$ cat src/rtl/core/jsu_pkg.sv
// ============================================================================
// jsu_pkg
// Shared types and constants for the JSON string unescape / UTF-8 core.
// ============================================================================
package jsu_pkg;

    // Result kinds
    localparam logic [1:0] KIND_BYTE = 2'd0;
    localparam logic [1:0] KIND_OK   = 2'd1;
    localparam logic [1:0] KIND_FAIL = 2'd2;

    // Capacity after reset
    localparam logic [15:0] CAP_RESET = 16'd32;

    // Most results one text byte can cause
    localparam int unsigned MAX_RES = 4;

    // Decoder phase, one-hot
    typedef enum logic [3:0] {
        PH_IDLE = 4'b0001,
        PH_STR  = 4'b0010,
        PH_ESC  = 4'b0100,
        PH_HEX  = 4'b1000
    } t_phase;

    // Decoder state carried between text bytes
    typedef struct packed {
        t_phase      phase;
        logic [1:0]  hex_cnt;
        logic [15:0] code;
        logic [15:0] count;
    } t_state;

    // One result
    typedef struct packed {
        logic [7:0]  out_byte;
        logic [1:0]  out_kind;
        logic [15:0] out_length;
    } t_result;

    // All results of one text byte
    typedef struct packed {
        logic [2:0]                  cnt;
        t_result [MAX_RES-1:0]       res;
    } t_bundle;

endpackage

$ cat src/rtl/core/jsu_in_if.sv
// ============================================================================
// jsu_in_if
// Text byte channel: valid/ready handshake carrying one input byte.
// ============================================================================
interface jsu_in_if;
    logic       valid;
    logic       ready;
    logic [7:0] in_byte;

    modport source (output valid, output in_byte, input ready);
    modport sink   (input valid, input in_byte, output ready);
endinterface

$ cat src/rtl/core/jsu_out_if.sv
// ============================================================================
// jsu_out_if
// Result channel: valid/ready handshake carrying one decoded result.
// ============================================================================
interface jsu_out_if;
    logic        valid;
    logic        ready;
    logic [7:0]  out_byte;
    logic [1:0]  out_kind;
    logic [15:0] out_length;
    logic        last;

    modport source (output valid, output out_byte, output out_kind,
                    output out_length, output last, input ready);
    modport sink   (input valid, input out_byte, input out_kind,
                    input out_length, input last, output ready);
endinterface

$ cat src/rtl/core/jsu_cfg.sv
// ============================================================================
// jsu_cfg
// APB-style register port holding the destination capacity.
// ============================================================================
module jsu_cfg (
    input  logic        i_clk,
    input  logic        i_rst_n,
    input  logic        psel,
    input  logic        penable,
    input  logic        pwrite,
    input  logic [1:0]  paddr,
    input  logic [31:0] pwdata,
    output logic [31:0] prdata,
    output logic        pready,
    output logic [15:0] o_capacity
);

    logic [15:0] r_capacity;
    logic        wr_en;

    // Only one register: a write at any address goes to capacity
    assign wr_en  = psel && penable && pwrite;
    assign pready = 1'b1;

    // Capacity register
    always_ff @(posedge i_clk) begin
        if (!i_rst_n) begin
            r_capacity <= jsu_pkg::CAP_RESET;
        end else if (wr_en) begin
            r_capacity <= pwdata[15:0];
        end
    end

    // Read-back of capacity at byte address 0
    assign prdata     = (paddr == 2'd0) ? {16'd0, r_capacity} : 32'd0;
    assign o_capacity = r_capacity;

endmodule

$ cat src/rtl/core/jsu_decode.sv
// ============================================================================
// jsu_decode
// Per-byte decode: next state and the full set of results for one text byte.
// ============================================================================
module jsu_decode (
    input  logic [7:0]       i_byte,
    input  jsu_pkg::t_state  i_state,
    input  logic [15:0]      i_capacity,
    output jsu_pkg::t_state  o_state,
    output jsu_pkg::t_bundle o_bundle
);

    localparam logic [7:0] CH_NUL   = 8'h00;
    localparam logic [7:0] CH_TAB   = 8'h09;
    localparam logic [7:0] CH_LF    = 8'h0a;
    localparam logic [7:0] CH_CR    = 8'h0d;
    localparam logic [7:0] CH_SPACE = 8'h20;
    localparam logic [7:0] CH_QUOTE = 8'h22;
    localparam logic [7:0] CH_BSL   = 8'h5c;
    localparam logic [7:0] CH_B     = 8'h62;
    localparam logic [7:0] CH_F     = 8'h66;
    localparam logic [7:0] CH_N     = 8'h6e;
    localparam logic [7:0] CH_R     = 8'h72;
    localparam logic [7:0] CH_T     = 8'h74;
    localparam logic [7:0] CH_U     = 8'h75;

    // Hex digit value, bit 4 set when the byte is a digit
    function automatic logic [4:0] hex_val(input logic [7:0] b);
        logic [4:0] v;
        v = 5'd0;
        if (b >= 8'h30 && b <= 8'h39) begin
            v = {1'b1, 4'(b - 8'h30)};
        end else if (b >= 8'h61 && b <= 8'h66) begin
            v = {1'b1, 4'(b - 8'h57)};
        end else if (b >= 8'h41 && b <= 8'h46) begin
            v = {1'b1, 4'(b - 8'h37)};
        end
        return v;
    endfunction

    logic [4:0]  hv;
    logic [15:0] code_sh;
    logic        fits1;
    logic        fits2;
    logic        fits3;

    assign hv      = hex_val(i_byte);
    assign code_sh = {i_state.code[11:0], hv[3:0]};
    assign fits1   = ({1'b0, i_state.count} + 17'd1) < {1'b0, i_capacity};
    assign fits2   = ({1'b0, i_state.count} + 17'd2) < {1'b0, i_capacity};
    assign fits3   = ({1'b0, i_state.count} + 17'd3) < {1'b0, i_capacity};

    always_comb begin
        jsu_pkg::t_state nxt;
        logic        do_raw;
        logic        do_enc;
        logic [7:0]  raw_b;
        logic [15:0] enc_c;
        logic        end_en;
        logic [1:0]  end_kind;
        logic [1:0]  st_len;
        logic [7:0]  st_b [3];

        nxt      = i_state;
        do_raw   = 1'b0;
        do_enc   = 1'b0;
        raw_b    = i_byte;
        enc_c    = i_state.code;
        end_en   = 1'b0;
        end_kind = jsu_pkg::KIND_FAIL;
        st_len   = 2'd0;
        st_b[0]  = 8'd0;
        st_b[1]  = 8'd0;
        st_b[2]  = 8'd0;

        // Phase handling
        case (i_state.phase)
            jsu_pkg::PH_IDLE: begin
                if (i_byte == CH_QUOTE) begin
                    nxt.phase = jsu_pkg::PH_STR;
                    nxt.count = 16'd0;
                end else if (!(i_byte == CH_SPACE || i_byte == CH_TAB ||
                               i_byte == CH_LF || i_byte == CH_CR)) begin
                    end_en = 1'b1;
                end
            end
            jsu_pkg::PH_STR: begin
                if (i_byte == CH_NUL) begin
                    end_en = 1'b1;
                end else if (i_byte == CH_QUOTE) begin
                    end_en   = 1'b1;
                    end_kind = jsu_pkg::KIND_OK;
                end else if (i_byte == CH_BSL) begin
                    nxt.phase = jsu_pkg::PH_ESC;
                end else begin
                    do_raw = 1'b1;
                end
            end
            jsu_pkg::PH_ESC: begin
                nxt.phase = jsu_pkg::PH_STR;
                if (i_byte == CH_NUL) begin
                    // pending backslash stored as itself
                    do_raw = 1'b1;
                    raw_b  = CH_BSL;
                    end_en = 1'b1;
                end else if (i_byte == CH_N) begin
                    do_raw = 1'b1;
                    raw_b  = CH_LF;
                end else if (i_byte == CH_T) begin
                    do_raw = 1'b1;
                    raw_b  = CH_TAB;
                end else if (i_byte == CH_R) begin
                    do_raw = 1'b1;
                    raw_b  = CH_CR;
                end else if (i_byte == CH_B) begin
                    do_raw = 1'b1;
                    raw_b  = 8'h08;
                end else if (i_byte == CH_F) begin
                    do_raw = 1'b1;
                    raw_b  = 8'h0c;
                end else if (i_byte == CH_U) begin
                    nxt.phase   = jsu_pkg::PH_HEX;
                    nxt.hex_cnt = 2'd0;
                    nxt.code    = 16'd0;
                end else begin
                    do_raw = 1'b1;
                end
            end
            jsu_pkg::PH_HEX: begin
                if (i_byte == CH_NUL) begin
                    // partial code still goes out
                    do_enc = 1'b1;
                    end_en = 1'b1;
                end else if (!hv[4]) begin
                    end_en = 1'b1;
                end else if (i_state.hex_cnt == 2'd3) begin
                    do_enc      = 1'b1;
                    enc_c       = code_sh;
                    nxt.phase   = jsu_pkg::PH_STR;
                    nxt.hex_cnt = 2'd0;
                    nxt.code    = 16'd0;
                end else begin
                    nxt.code    = code_sh;
                    nxt.hex_cnt = i_state.hex_cnt + 2'd1;
                end
            end
            default: begin
                nxt.phase = jsu_pkg::PH_IDLE;
            end
        endcase

        // Byte store, or UTF-8 encoding dropped whole when it does not fit
        if (do_raw) begin
            st_len  = fits1 ? 2'd1 : 2'd0;
            st_b[0] = raw_b;
        end else if (do_enc) begin
            if (enc_c[15:7] == 9'd0) begin
                st_len  = fits1 ? 2'd1 : 2'd0;
                st_b[0] = enc_c[7:0];
            end else if (enc_c[15:11] == 5'd0) begin
                st_len  = fits2 ? 2'd2 : 2'd0;
                st_b[0] = {3'b110, enc_c[10:6]};
                st_b[1] = {2'b10, enc_c[5:0]};
            end else begin
                st_len  = fits3 ? 2'd3 : 2'd0;
                st_b[0] = {4'b1110, enc_c[15:12]};
                st_b[1] = {2'b10, enc_c[11:6]};
                st_b[2] = {2'b10, enc_c[5:0]};
            end
        end

        nxt.count = nxt.count + 16'(st_len);

        // End result returns to waiting for an opening quote
        if (end_en) begin
            nxt.phase   = jsu_pkg::PH_IDLE;
            nxt.hex_cnt = 2'd0;
            nxt.code    = 16'd0;
            nxt.count   = 16'd0;
        end

        // Result slots: stored bytes first, then the end result
        o_bundle.cnt = {1'b0, st_len} + {2'b00, end_en};
        for (int j = 0; j < 4; j++) begin
            o_bundle.res[j] = '0;
            if (j < 3 && 2'(j) < st_len) begin
                o_bundle.res[j].out_byte   = st_b[j % 3];
                o_bundle.res[j].out_kind   = jsu_pkg::KIND_BYTE;
                o_bundle.res[j].out_length = i_state.count + 16'(j + 1);
            end else if (end_en && 3'(j) == {1'b0, st_len}) begin
                o_bundle.res[j].out_byte   = 8'd0;
                o_bundle.res[j].out_kind   = end_kind;
                o_bundle.res[j].out_length = i_state.count + 16'(st_len);
            end
        end

        o_state = nxt;
    end

endmodule

$ cat src/rtl/core/jsu_out_buf.sv
// ============================================================================
// jsu_out_buf
// Result register: holds the results of one text byte and hands them out
// one transaction per cycle while the receiver is ready.
// ============================================================================
module jsu_out_buf (
    input  logic             i_clk,
    input  logic             i_rst_n,
    input  logic             i_load,
    input  jsu_pkg::t_bundle i_bundle,
    output logic             o_can_take,
    jsu_out_if.source        o_out
);

    jsu_pkg::t_bundle r_bund;
    logic [1:0]       r_idx;
    logic             r_busy;
    logic             is_last;
    logic             take;
    logic             fin;

    assign is_last    = ({1'b0, r_idx} + 3'd1) == r_bund.cnt;
    assign take       = r_busy && o_out.ready;
    assign fin        = take && is_last;
    assign o_can_take = !r_busy || fin;

    // Control
    always_ff @(posedge i_clk) begin
        if (!i_rst_n) begin
            r_busy <= 1'b0;
            r_idx  <= 2'd0;
        end else if (i_load) begin
            r_busy <= 1'b1;
            r_idx  <= 2'd0;
        end else if (fin) begin
            r_busy <= 1'b0;
        end else if (take) begin
            r_idx <= r_idx + 2'd1;
        end
    end

    // Payload
    always_ff @(posedge i_clk) begin
        if (i_load) begin
            r_bund <= i_bundle;
        end
    end

    assign o_out.valid      = r_busy;
    assign o_out.out_byte   = r_bund.res[r_idx].out_byte;
    assign o_out.out_kind   = r_bund.res[r_idx].out_kind;
    assign o_out.out_length = r_bund.res[r_idx].out_length;
    assign o_out.last       = is_last;

`ifndef SYNTHESIS
    // index never runs past the results held
    a_idx_range: assert property (@(posedge i_clk) disable iff (!i_rst_n)
        r_busy |-> ({1'b0, r_idx} < r_bund.cnt))
        else $error("result index beyond held count");
    // a held set is never empty
    a_cnt_nz: assert property (@(posedge i_clk) disable iff (!i_rst_n)
        r_busy |-> (r_bund.cnt != 3'd0))
        else $error("empty result set held");
    // last transaction without reload frees the buffer
    a_drain: assert property (@(posedge i_clk) disable iff (!i_rst_n)
        (fin && !i_load) |=> !r_busy)
        else $error("buffer not freed after last result");
`endif

endmodule

$ cat src/rtl/core/json_string_unescape_utf8_core.sv
// ============================================================================
// json_string_unescape_utf8_core
// JSON string decoder: whitespace skip, escape resolution, \u to UTF-8,
// capacity-limited storage, one text byte per cycle while the result register can take it.
// ============================================================================
//
//  Channel   Dir  Handshake                 Payload
//  i_in      in   valid/ready               in_byte
//  o_out     out  valid/ready               out_byte, out_kind, out_length, last
//  APB       in   psel/penable/pwrite       paddr, pwdata -> capacity
//
//  A text byte is decoded in the cycle it is taken; its results (up to four)
//  sit in the result register and leave one transaction per cycle while o_out is ready.
//  A byte giving no result leaves the result register untouched; one giving
//  results holds off the input while the result register drains.
//  i_in.ready is high when the result register is empty or its last result
//  leaves in this cycle. Reset is synchronous, active low; capacity resets to 32.
//
module json_string_unescape_utf8_core (
    input  logic        i_clk,
    input  logic        i_rst_n,
    jsu_in_if.sink      i_in,
    jsu_out_if.source   o_out,
    input  logic        psel,
    input  logic        penable,
    input  logic        pwrite,
    input  logic [1:0]  paddr,
    input  logic [31:0] pwdata,
    output logic [31:0] prdata,
    output logic        pready
);

    jsu_pkg::t_state  r_state;
    jsu_pkg::t_state  n_state;
    jsu_pkg::t_bundle bundle;
    logic [15:0]      capacity;
    logic             can_take;
    logic             accept;

    jsu_cfg u_cfg (
        .i_clk      (i_clk),
        .i_rst_n    (i_rst_n),
        .psel       (psel),
        .penable    (penable),
        .pwrite     (pwrite),
        .paddr      (paddr),
        .pwdata     (pwdata),
        .prdata     (prdata),
        .pready     (pready),
        .o_capacity (capacity)
    );

    jsu_decode u_dec (
        .i_byte     (i_in.in_byte),
        .i_state    (r_state),
        .i_capacity (capacity),
        .o_state    (n_state),
        .o_bundle   (bundle)
    );

    jsu_out_buf u_obuf (
        .i_clk      (i_clk),
        .i_rst_n    (i_rst_n),
        .i_load     (accept && bundle.cnt != 3'd0),
        .i_bundle   (bundle),
        .o_can_take (can_take),
        .o_out      (o_out)
    );

    assign i_in.ready = can_take;
    assign accept     = i_in.valid && can_take;

    // Decoder state
    always_ff @(posedge i_clk) begin
        if (!i_rst_n) begin
            r_state.phase   <= jsu_pkg::PH_IDLE;
            r_state.hex_cnt <= 2'd0;
            r_state.code    <= 16'd0;
            r_state.count   <= 16'd0;
        end else if (accept) begin
            r_state <= n_state;
        end
    end

`ifndef SYNTHESIS
    // outside a string nothing is gathered or counted
    a_idle_clear: assert property (@(posedge i_clk) disable iff (!i_rst_n)
        (r_state.phase == jsu_pkg::PH_IDLE) |->
            (r_state.count == 16'd0 && r_state.code == 16'd0 &&
             r_state.hex_cnt == 2'd0))
        else $error("stale state outside a string");
    // digit count only moves inside a \u escape
    a_hex_phase: assert property (@(posedge i_clk) disable iff (!i_rst_n)
        (r_state.hex_cnt != 2'd0) |-> (r_state.phase == jsu_pkg::PH_HEX))
        else $error("hex digits counted outside escape");
    // opening quote enters the string
    a_open: assert property (@(posedge i_clk) disable iff (!i_rst_n)
        (accept && r_state.phase == jsu_pkg::PH_IDLE && i_in.in_byte == 8'h22)
            |=> (r_state.phase == jsu_pkg::PH_STR))
        else $error("opening quote not taken");
`endif

endmodule

$ cat src/flat_wrapper.sv
// flat-port wrapper written by rule: the top's interface ports become plain ports
module json_string_unescape_utf8_core_flat 
  (i_clk, i_rst_n, psel, penable, pwrite, paddr, pwdata, prdata, pready, i_in_valid, i_in_in_byte, i_in_ready, o_out_valid, o_out_out_byte, o_out_out_kind, o_out_out_length, o_out_last, o_out_ready);
  jsu_in_if i_in_i ();
  jsu_out_if o_out_i ();
  input  logic i_clk;
  input  logic i_rst_n;
  input  logic psel;
  input  logic penable;
  input  logic pwrite;
  input  logic [1:0] paddr;
  input  logic [31:0] pwdata;
  output logic [31:0] prdata;
  output logic pready;
  input wire logic [$bits(i_in_i.valid)-1:0] i_in_valid;
  input wire logic [$bits(i_in_i.in_byte)-1:0] i_in_in_byte;
  output wire logic [$bits(i_in_i.ready)-1:0] i_in_ready;
  output wire logic [$bits(o_out_i.valid)-1:0] o_out_valid;
  output wire logic [$bits(o_out_i.out_byte)-1:0] o_out_out_byte;
  output wire logic [$bits(o_out_i.out_kind)-1:0] o_out_out_kind;
  output wire logic [$bits(o_out_i.out_length)-1:0] o_out_out_length;
  output wire logic [$bits(o_out_i.last)-1:0] o_out_last;
  input wire logic [$bits(o_out_i.ready)-1:0] o_out_ready;
  assign i_in_i.valid = i_in_valid;
  assign i_in_i.in_byte = i_in_in_byte;
  assign i_in_ready = i_in_i.ready;
  assign o_out_valid = o_out_i.valid;
  assign o_out_out_byte = o_out_i.out_byte;
  assign o_out_out_kind = o_out_i.out_kind;
  assign o_out_out_length = o_out_i.out_length;
  assign o_out_last = o_out_i.last;
  assign o_out_i.ready = o_out_ready;
  json_string_unescape_utf8_core u_core (.i_clk(i_clk), .i_rst_n(i_rst_n), .i_in(i_in_i), .o_out(o_out_i), .psel(psel), .penable(penable), .pwrite(pwrite), .paddr(paddr), .pwdata(pwdata), .prdata(prdata), .pready(pready));
endmodule
$ cat config.mk
export PLATFORM = sky130hd
export DESIGN_NAME = json_string_unescape_utf8_core_flat
export DESIGN_NICKNAME = d
export VERILOG_FILES = /design/src/rtl/core/jsu_pkg.sv /design/src/rtl/core/jsu_in_if.sv /design/src/rtl/core/jsu_out_if.sv /design/src/rtl/core/jsu_cfg.sv /design/src/rtl/core/jsu_decode.sv /design/src/rtl/core/jsu_out_buf.sv /design/src/rtl/core/json_string_unescape_utf8_core.sv /design/src/flat_wrapper.sv
export SDC_FILE = /design/constraint.sdc
export NUM_CORES = 1
export LEC_CHECK = 0
export BUFFER_PORTS_ARGS = -buffer_cell sky130_fd_sc_hd__buf_2
export CAP_MARGIN = 15
export CORE_MARGIN = 5
export CORE_UTILIZATION = 59
export CTS_BUF_LIST = sky130_fd_sc_hd__clkbuf_4 sky130_fd_sc_hd__clkbuf_8
export DETAILED_ROUTE_END_ITERATION = 6
export HOLD_SLACK_MARGIN = 0.12
export PLACE_DENSITY = 0.8
export RECOVER_POWER = 100
export SYNTH_ARGS = -nofsm -noshare
export SYNTH_HDL_FRONTEND = slang
export SYNTH_SLANG_ARGS = --single-unit
$ cat constraint.sdc
create_clock -name i_clk -period 10.3 [get_ports i_clk]
set_clock_uncertainty 0.05 [all_clocks]
set_input_delay 2.06 -clock i_clk [delete_from_list [all_inputs] [get_ports i_clk]]
set_output_delay 2.06 -clock i_clk [all_outputs]
set_load 0.02 [all_outputs]
### Word level (Yosys, flattened, before mapping)

Index checks and enable logic that the tools add are counted.

| storage, ports and cells | value |
|---|---|
| register bits after elaboration | 164 |
| bits of input ports | 49 |
| output and inout bits | 62 |
| logic and storage cells | 206 |

| operators by class | value |
|---|---|
| add/sub/neg operators | 15 |
| magnitude comparators | 13 |
| eq/ne operators | 35 |
| muxes and demuxes | 85 |
| bitwise logic cells | 5 |
| reduce and logical (&&, ||, !) cells | 33 |

Operators with widths:

| kind | count |
|---|---|
| $mux W22 | 9 |
| $mux W16 | 9 |
| $mux W26 | 4 |
| $mux W8 | 10 |
| $mux W18 | 4 |
| $eq A8 B7 Y1 const B | 7 |
| $bmux W26 S2 | 1 |
| $lt A17 B16 Y1 | 3 |
| $ne A3 B3 Y1 const B | 14 |
| $mux W38 | 1 |
| $pmux W18 S2 | 1 |
| $add A16 B2 Y17 const B | 2 |
| $add A16 B2 Y16 | 2 |
| $add A16 B2 Y16 const B | 2 |
| $eq A8 B4 Y1 const B | 3 |
| $mux W1 | 24 |
| $mux W24 | 1 |
| $mux W4 | 5 |
| $mux W2 | 9 |
| $add A16 B1 Y17 const B | 1 |
| $add A16 B1 Y16 const B | 1 |
| $eq A8 B6 Y1 const B | 2 |
| $ge A8 B7 Y1 const B | 2 |
| $le A8 B7 Y1 const B | 2 |
| other kinds (37) | 67 |

### Longest topological paths before layout

Gate-level depths: netlist of run 1.

| depth | value |
|---|---|
| depth in word-level cells | 18 |
| depth in mapped cells | 28 |
| depth with buffers taken out | 26 |

### Hierarchy

A second synthesis of run 1 with hierarchy kept.

| second synthesis, totals | value |
|---|---|
| cell total of the unflattened synthesis | 1255 |
| area total of the unflattened synthesis | 11702.5 µm² |

By module, submodules not included:

| module | instances | cells an instance | area each (µm²) | seq. area each (µm²) |
|---|---|---|---|---|
| jsu_decode | 1 | 809 | 5281.3 | 0.0 |
| jsu_out_buf | 1 | 165 | 4058.9 | 3273.1 |
| json_string_unescape_utf8_core | 1 | 174 | 1471.4 | 760.7 |
| jsu_cfg | 1 | 107 | 890.9 | 320.3 |

### Worst setup path before layout of run 1

OpenSTA, ideal clock, no wires.

| path | value |
|---|---|
| path type | input-to-reg |
| start | input i_in_in_byte[1] |
| end | register u_core.u_obuf.r_bund[0] (netlist bit) (enable) |
| library setup time | 0.554 ns |
| arrival | 8.978 ns |
| required time | 9.696 ns |
| slack | 0.718 ns |
| stages | 16 |
| buffers on the path | 3 |
| path through | inv_1 -> ha_1 -> nor4b_4 -> a211oi_2 -> a211oi_4 -> nor2_4 -> buf_6 -> nor2_2 -> or4_1 -> buf_2 -> buf_1 -> nand2_1 -> ha_1 -> ha_1 -> nor3_1 -> nor2_1 |

RTL lines:

| element | RTL line | text |
|---|---|---|
| from (decl) | flat_wrapper.sv:16 | `input wire logic [$bits(i_in_i.in_byte)-1:0] i_in_in_byte;` |
| to (signal assigned) | jsu_out_buf.sv:45 | `r_bund <= i_bundle;` |
| to (decl) | jsu_out_buf.sv:15 | `jsu_pkg::t_bundle r_bund;` |

==> summary.md, run 1 <==
| Metric | Value |
|---|---|
| Met1 usage | `0.349` |
| Synth Area in Compound Gates | `0.171` |
| CTS resizes | `0` |
| Most common cell after layout, fill and taps aside | `nand2_1` |
| Critical Path AT | `9.30 ns` |
| Slew Viols, Final | `107` |
| Final WL | `28.6 mm` |
| Nets | `1323` |
| Initial Util | `0.600` |
| MaxCap Viol Count | `4` |
| Critical path class | `in -> reg` |
| RR Endpoint | `u_core.u_obuf.r_bund[11]` |
| Ys Warns | `0` |
| Cells on Worst Hold Path | `2` |
| Postcts setup bufs | `0` |
| Core area | `18000 um^2` |
| Slowest stage delay, CP | `0.81 ns` |
| Yosys cell types | `79` |
| Multiplexer share of the synthesized area | `0.0727` |
| Gpl congestion | `0.992` |
| Total CTS buffers | `17` |
| Post-route setup TNS | `0 ns` |
| DRC violations left | `0` |
| DRT Pass-1 Iters | `5` |
| Final WS setup | `1.17 ns` |
| Seq/Total Area, Yosys | `0.375` |
| DP Worst Slack | `1.39 ns` |
| Met2 GRT Util | `0.444` |
| Cells after Synth | `1182` |
| Endpoints failing setup | `0` |
| Final min period | `9.13 ns` |
| PD cells | `114 nW/um^2` |
| Number of flops mapped to enable cells by yosys | `97` |
| Share of cells above drive strength 1 | `0.0940` |
| Final hold slack | `0.421 ns` |
| Period utilization | `0.886` |
| Average size of a mapped cell | `9.15 um^2` |
| Adder-Cell Fraction of Synth Area | `0.0742` |
| Slew @ Worst Pin | `2.51 ns` |
| Clk root buf | `clkbuf_8` |
| Number of port buffers | `77` |
| Hold buffers post-CTS | `0` |
| Drt wl/cell | `19.7 um` |
| Post-synth ARST share | `0` |
| HP Class | `reg -> reg` |
| Most frequent cells in the layout | `nand2_1, nor2_1, edfxtp_1` |
| Min-delay src | `u_core.u_cfg.o_capacity[3]` |
| CTS tree | `built` |
| N_diodes | `0` |
| Failing checks | `max-capacitance violations, max-slew violations` |
| Initial antenna violation count | `0` |
| Antenna viol nets, final | `0` |
| FF-to-FF setup slack | `2.64 ns` |
| Synthesis-to-finish area growth | `5.66%` |
| Synth Area in Simple Gates | `0.198` |
| Critical Path Start Type | `input port` |
| Largest family of logic cells by synthesized area | `simple AND/OR/NAND/NOR gates` |
| Placement Rows | `49` |
| Crit. End Element | `flop` |
| Met3 usage | `0.0501` |
| Largest net degree at the start of global routing | `57` |
| DR iter-0 viols | `964` |
| Vias post-DR | `9138` |
| Hold Vio Cnt, Final | `0` |
| Area of the mapped netlist | `10800 um^2` |
| Worst IR Drop VDD | `0.0000919 V` |
| FF+latch count, synth | `154` |
| Hpwl dp | `20.6 mm` |
| Worst R2R Path Depth | `23` |
| GR Util All Layers | `0.267` |
| Die Span Y | `145 um` |
| Placed cell area | `11200 um^2` |
| Fmax | `0.110 GHz` |
| Clk sinks | `154` |
| FILL cells | `1522` |
| Unrepaired setup endpoints after global routing | `no` |
| Worst EP required | `10.47 ns` |
| Status | `finished, violations left` |
| Crit Path Max Fanout | `29` |
| Clock tree buffer depth | `2` |
| DR vias/cell | `6.29` |
| Top FF cell, synth | `edfxtp_1` |
| Hold-critical path endpoint | `u_core.u_cfg.o_capacity[3]` |
| Family with the most delay on the worst path | `simple AND/OR/NAND/NOR gates` |
| First-pass GRT wire length | `46.3 mm` |
| Die width | `145 um` |
| Remaining Overflow, GRT | `0` |
| Fin area | `11400 um^2` |
| H-tree Lvls | `4` |
| Crit path cell chain | `clkbuf_1, inv_1, ha_1, nor4b_1, a211oi_2, a211oi_1, nor2_4, mux2_1, or4_1, clkinv_2, nor2_2, inv_2, ha_1, a21o_1, nand2_1, nor2_1, nand2_1, nor2_1, xnor2_1, nor3b_1, a21o_1` |
| R2R Path Start | `u_core.r_state[0]` |
| Crit path buffers/inverters | `4` |
| GRT Max-Usage Layer | `met2` |
| Post-Synth XOR/XNOR Area | `0.0526` |
| Die area | `21100 um^2` |
| Leak Pwr | `4.07 nW` |
| Worst slew margin | `-0.671` |
| # IOs | `111` |
| Worst-path clk slew | `0.09 ns` |
| Clock latency on the worst-skew pair | `0.48 ns` |
| Total Power | `1.30 mW` |
| Cell at the slowest stage of the critical path | `a211oi_1` |
| Number of global-route vias before repair | `8894` |
## logic make-up (layout without fill, tap and decap cells)
kind of cell             count (synthesis)  in the layout
AND/OR/NAND/NOR                        429            429
AO/OA/AOI/OAI                          285            285
multiplexers                            53             53
flip-flops                             154            154
other                                    2             20
buffers and inverters                  131            155
adder cells (fa/ha/maj)                 63             63
XOR/XNOR                                65             65
## cell type report
class                   count  area (um^2)  area share
clock inverters            15          165      0.0144
repair buffers             85          367      0.0321
inverters                  38          144      0.0126
multi-input cells         915         6180       0.541
flip-flops and latches    154         4050       0.355
well taps                 229          287      0.0251
clock buffers              17          234      0.0205
## metal layers
metal	up-vias	part of all wire
met4	0	0.036
met5	-	0
li1	4312	-
met3	84	0.071
met2	423	0.48
met1	4319	0.41
## registers in the layout, indices dropped and copies added, names as in the netlist
| signal | count |
|---|---|
| u_core.u_obuf.o_out.valid | 1 |
| u_core.u_cfg.o_capacity | 16 |
| u_core.u_obuf.r_bund | 97 |
| u_core.r_state | 38 |
| u_core.u_obuf.r_idx | 2 |
## report_power, final
| group | leakage, nW | switching, mW | internal, mW | total, mW |
|---|---|---|---|---|
| Sequential | 1.42 | 0.00788 | 0.687 | 0.695 |
| Combinational | 2.45 | 0.0918 | 0.0413 | 0.133 |
| Clock | 0.196 | 0.253 | 0.220 | 0.474 |
## synth_stat cells, drive strengths merged (3+ instances only)
master    n  area share
a211oi    9      0.0079
a21boi   29       0.020
a21o     21       0.015
a21oi    70       0.032
a221o     3      0.0028
a221oi    3      0.0030
a22oi    18       0.012
a311oi    3      0.0024
a31oi    11      0.0064
a32oi     5      0.0040
and2     16      0.0093
and3     12      0.0069
and4      4      0.0032
buf      43       0.026
clkbuf   50       0.017
dfxtp    57        0.11
edfxtp   97        0.27
ha       61       0.071
inv      36       0.012
mux2      9       0.010
mux2i    26       0.025
mux4     18       0.037
nand2   129       0.045
nand2b    8      0.0046
nand3    33       0.015
nand3b    5      0.0035
nand4    12      0.0069
nor2    102       0.037
nor2b    28       0.016
nor3     33       0.016
nor3b     8      0.0056
nor4     10      0.0069
nor4b     4      0.0052
o211ai    3      0.0021
o21a      4      0.0028
o21ai    82       0.038
o221a     4      0.0042
o22ai     8      0.0046
or2       6      0.0035
or3       8      0.0046
or4       7      0.0052
xnor2    43       0.035
xor2     22       0.018
## through the flow
stage | util | cells
after floorplan | - | 1200
after global placement | 0.619 | 1421
after detailed placement | 0.619 | 1421
after CTS | 0.641 | 1453
after global routing | 0.634 | 1453
final | 0.634 | 1453
## tightest hold or removal path: cells and delay by family (launching register included)
kind,cells,cell delay [ns]
simple gates,1,0.05
compound gates,1,0.06
flops,1,0.32
## how the worst max path moves through the flow
stage	startpoint	to	cells after the start
floorplan	i_in_in_byte[1]	u_core.u_obuf.r_bund[0]	16
global placement	i_in_in_byte[1]	u_core.u_obuf.r_bund[11]	21
detailed placement	i_in_in_byte[0]	u_core.u_obuf.r_bund[11]	21
CTS	i_in_in_byte[0]	u_core.u_obuf.r_bund[11]	21
global route	i_in_in_byte[1]	u_core.u_obuf.r_bund[11]	21
finish	i_in_in_byte[1]	u_core.u_obuf.r_bund[11]	21
Power figures use the tool's default switching activity.
==> run 2: changes to the inputs <==
CORE_UTILIZATION = 56   (was 59)
PLACE_DENSITY = 0.79   (was 0.8)
TNS_END_PERCENT = 100   (was not set)
clock period = 7.9 ns   (was 10.3 ns; I/O delays follow)
==> run 2 against run 1 <==
  * The run still ends with max-capacitance violations, max-slew violations left
  * Clock power rose by 40%
  * Global-route usage fell by 1.5 points
  * Worst hold slack lost 0.00053 ns
  * Register-to-register slack got worse by 1.6 ns
  * Critical endpoint unchanged
  * Largest power group unchanged
==> summary.md, run 2 (same netlist as run 1, synthesis figures left out) <==
| Metric | Value |
|---|---|
| Die area | `22200 um^2` |
| Status | `finished, violations left` |
| Slew @ Worst Pin | `2.14 ns` |
| Drt wl/cell | `18.9 um` |
| Gpl congestion | `0.950` |
| N_diodes | `0` |
| Initial Util | `0.573` |
| Die Span Y | `149 um` |
| Nets | `1325` |
| DRT Pass-1 Iters | `6` |
| Cells on Worst Hold Path | `2` |
| Placement Rows | `50` |
| Max reg flops | `97` |
| Fmax | `0.137 GHz` |
| Worst path most repeated cell | `nor2_1` |
| Hpwl dp | `20.3 mm` |
| Crit path cell chain | `buf_2, inv_1, ha_1, nor4b_4, a211oi_1, a211oi_1, nor2_4, clkbuf_1, mux2_4, nor4_2, nor2_1, inv_2, ha_1, a21o_1, nand2_1, nor2_1, nand2_1, nor2_1, xnor2_1, nor3b_1, a21o_1` |
| Hold buffers post-CTS | `0` |
| DR iter-0 viols | `1021` |
| Clock tree buffer depth | `2` |
| Synthesis-to-finish area growth | `6.75%` |
| Number of global-route vias before repair | `8425` |
| Most frequent cells in the layout | `nand2_1, nor2_1, edfxtp_1` |
| Slew Viols, Final | `133` |
| Core area | `18900 um^2` |
| Worst slew margin | `-0.427` |
| Critical path class | `in -> reg` |
| Failing checks | `max-capacitance violations, max-slew violations` |
| Crit Path Max Fanout | `21` |
| Worst-path clk slew | `0.08 ns` |
| Critical Path Start Type | `input port` |
| Leak Pwr | `4.11 nW` |
| Clock latency on the worst-skew pair | `0.48 ns` |
| Worst EP required | `8.08 ns` |
| Worst R2R Path Depth | `22` |
| PD cells | `151 nW/um^2` |
| Worst IR Drop VDD | `0.000104 V` |
| # IOs | `111` |
| Crit path buffers/inverters | `4` |
| GR Util All Layers | `0.252` |
| Min-delay src | `u_core.u_cfg.o_capacity[10]` |
| HP Class | `reg -> reg` |
| Reg with most FFs | `u_core.u_obuf.r_bund` |
| Fin area | `11500 um^2` |
| CTS tree | `built` |
| Finished Layout Cells | `1486` |
| Vias post-DR | `9065` |
| Final WL | `28.0 mm` |
| Hold-critical path endpoint | `u_core.u_cfg.o_capacity[10]` |
| DRC violations left | `0` |
| Total Power | `1.74 mW` |
| Cell at the slowest stage of the critical path | `a211oi_1` |
| Family with the most delay on the worst path | `simple AND/OR/NAND/NOR gates` |
| Post-Route Utilization | `0.611` |
| Placed cell area | `11200 um^2` |
| H-tree Lvls | `4` |
| Remaining Overflow, GRT | `0` |
| Number of port buffers | `77` |
| Antenna viol nets, final | `0` |
| Hold Vio Cnt, Final | `0` |
| Share of cells above drive strength 1 | `0.0962` |
| Largest net degree at the start of global routing | `70` |
| DR vias/cell | `6.10` |
| Post-route setup TNS | `0 ns` |
| Unrepaired setup endpoints after global routing | `no` |
| FF-to-FF setup slack | `1.03 ns` |
| Period utilization | `0.922` |
| Die width | `149 um` |
| Slowest stage delay, CP | `0.82 ns` |
| Most common cell after layout, fill and taps aside | `nand2_1` |
| Critical Path AT | `7.46 ns` |
| Final min period | `7.28 ns` |
| Crit. End Element | `flop` |
| RR Endpoint | `u_core.u_obuf.r_bund[36]` |
| R2R Path Start | `u_core.r_state[2]` |
| Total CTS buffers | `17` |
| MaxCap Viol Count | `4` |
| Endpoints failing setup | `0` |
| Initial antenna violation count | `0` |
| Placed cell count | `1454` |
| FILL cells | `1666` |
| Clk sinks | `154` |
| Clk root buf | `clkbuf_8` |
| CTS resizes | `0` |
| First-pass GRT wire length | `44.7 mm` |
| Postcts setup bufs | `0` |
[run 2: worst max path at each step]
| stage | start | cells after the start | end | slack, ns |
|---|---|---|---|---|
| floorplan | i_in_in_byte[1] | 16 | u_core.u_obuf.r_bund[0] | 0.45 |
| global route | i_in_in_byte[1] | 21 | u_core.u_obuf.r_bund[11] | 0.32 |
| global placement | i_in_in_byte[1] | 17 | u_core.u_obuf.r_bund[40] | 0.91 |
| detailed placement | i_in_in_byte[1] | 17 | u_core.u_obuf.r_bund[40] | 0.85 |
| finish | i_in_in_byte[1] | 21 | u_core.u_obuf.r_bund[11] | 0.62 |
| CTS | u_core.r_state[2] | 22 | u_core.u_obuf.r_bund[40] | 1.19 |
[run 2: layout make-up]
class / count / area, um^2 / share of cell area
inverter: 38 / 144 / 0.0125
tap: 260 / 325 / 0.0282
clock buffer: 20 / 256 / 0.0222
sequential: 154 / 4050 / 0.351
multi-input combinational: 915 / 6200 / 0.537
clock inverter: 12 / 173 / 0.0149
timing repair buffer: 87 / 400 / 0.0347
[run 2: worst register-to-register path, stage by stage (launching register included)]
cell and delay [ns]:
dfxtp_1 0.73, ha_1 0.39, nand3_1 0.16, or2_2 0.40
nor2_1 0.20, and3_1 0.25, nand2_1 0.09, xnor2_1 0.26
ha_1 0.29, nand2_1 0.06, o21ai_0 0.12, a221o_1 0.38
a211oi_1 0.38, o21ai_0 0.16, a2bb2oi_1 0.27, nand2_1 0.24
ha_1 0.19, inv_1 0.06, fa_1 0.48, or2_2 0.39
nor2_1 0.58, o21ai_0 0.17, a221oi_1 0.37
[run 2: metal layers]
metal | track usage | up-vias | wire length, um
met4 | 0.0847 | 0 | 764
li1 | - | 4312 | -
met2 | 0.416 | 398 | 13500
met5 | 0 | - | 0
met3 | 0.0517 | 67 | 2230
met1 | 0.333 | 4288 | 11500
[run 2: per-stage QoR]
step	hold WS [ns]	setup slack (ns)
finish	0.421	0.617
global route	0.441	0.322
CTS	0.422	1.19
detailed placement	0.410	0.851
global placement	0.403	0.909
floorplan	0.393	0.454
[run 2: power by group]
part	internal (mW)	leakage (nW)	switching (mW)	total, mW
Clock	0.354	0.214	0.311	0.665
Combinational	0.0562	2.48	0.116	0.172
Sequential	0.894	1.42	0.0141	0.908
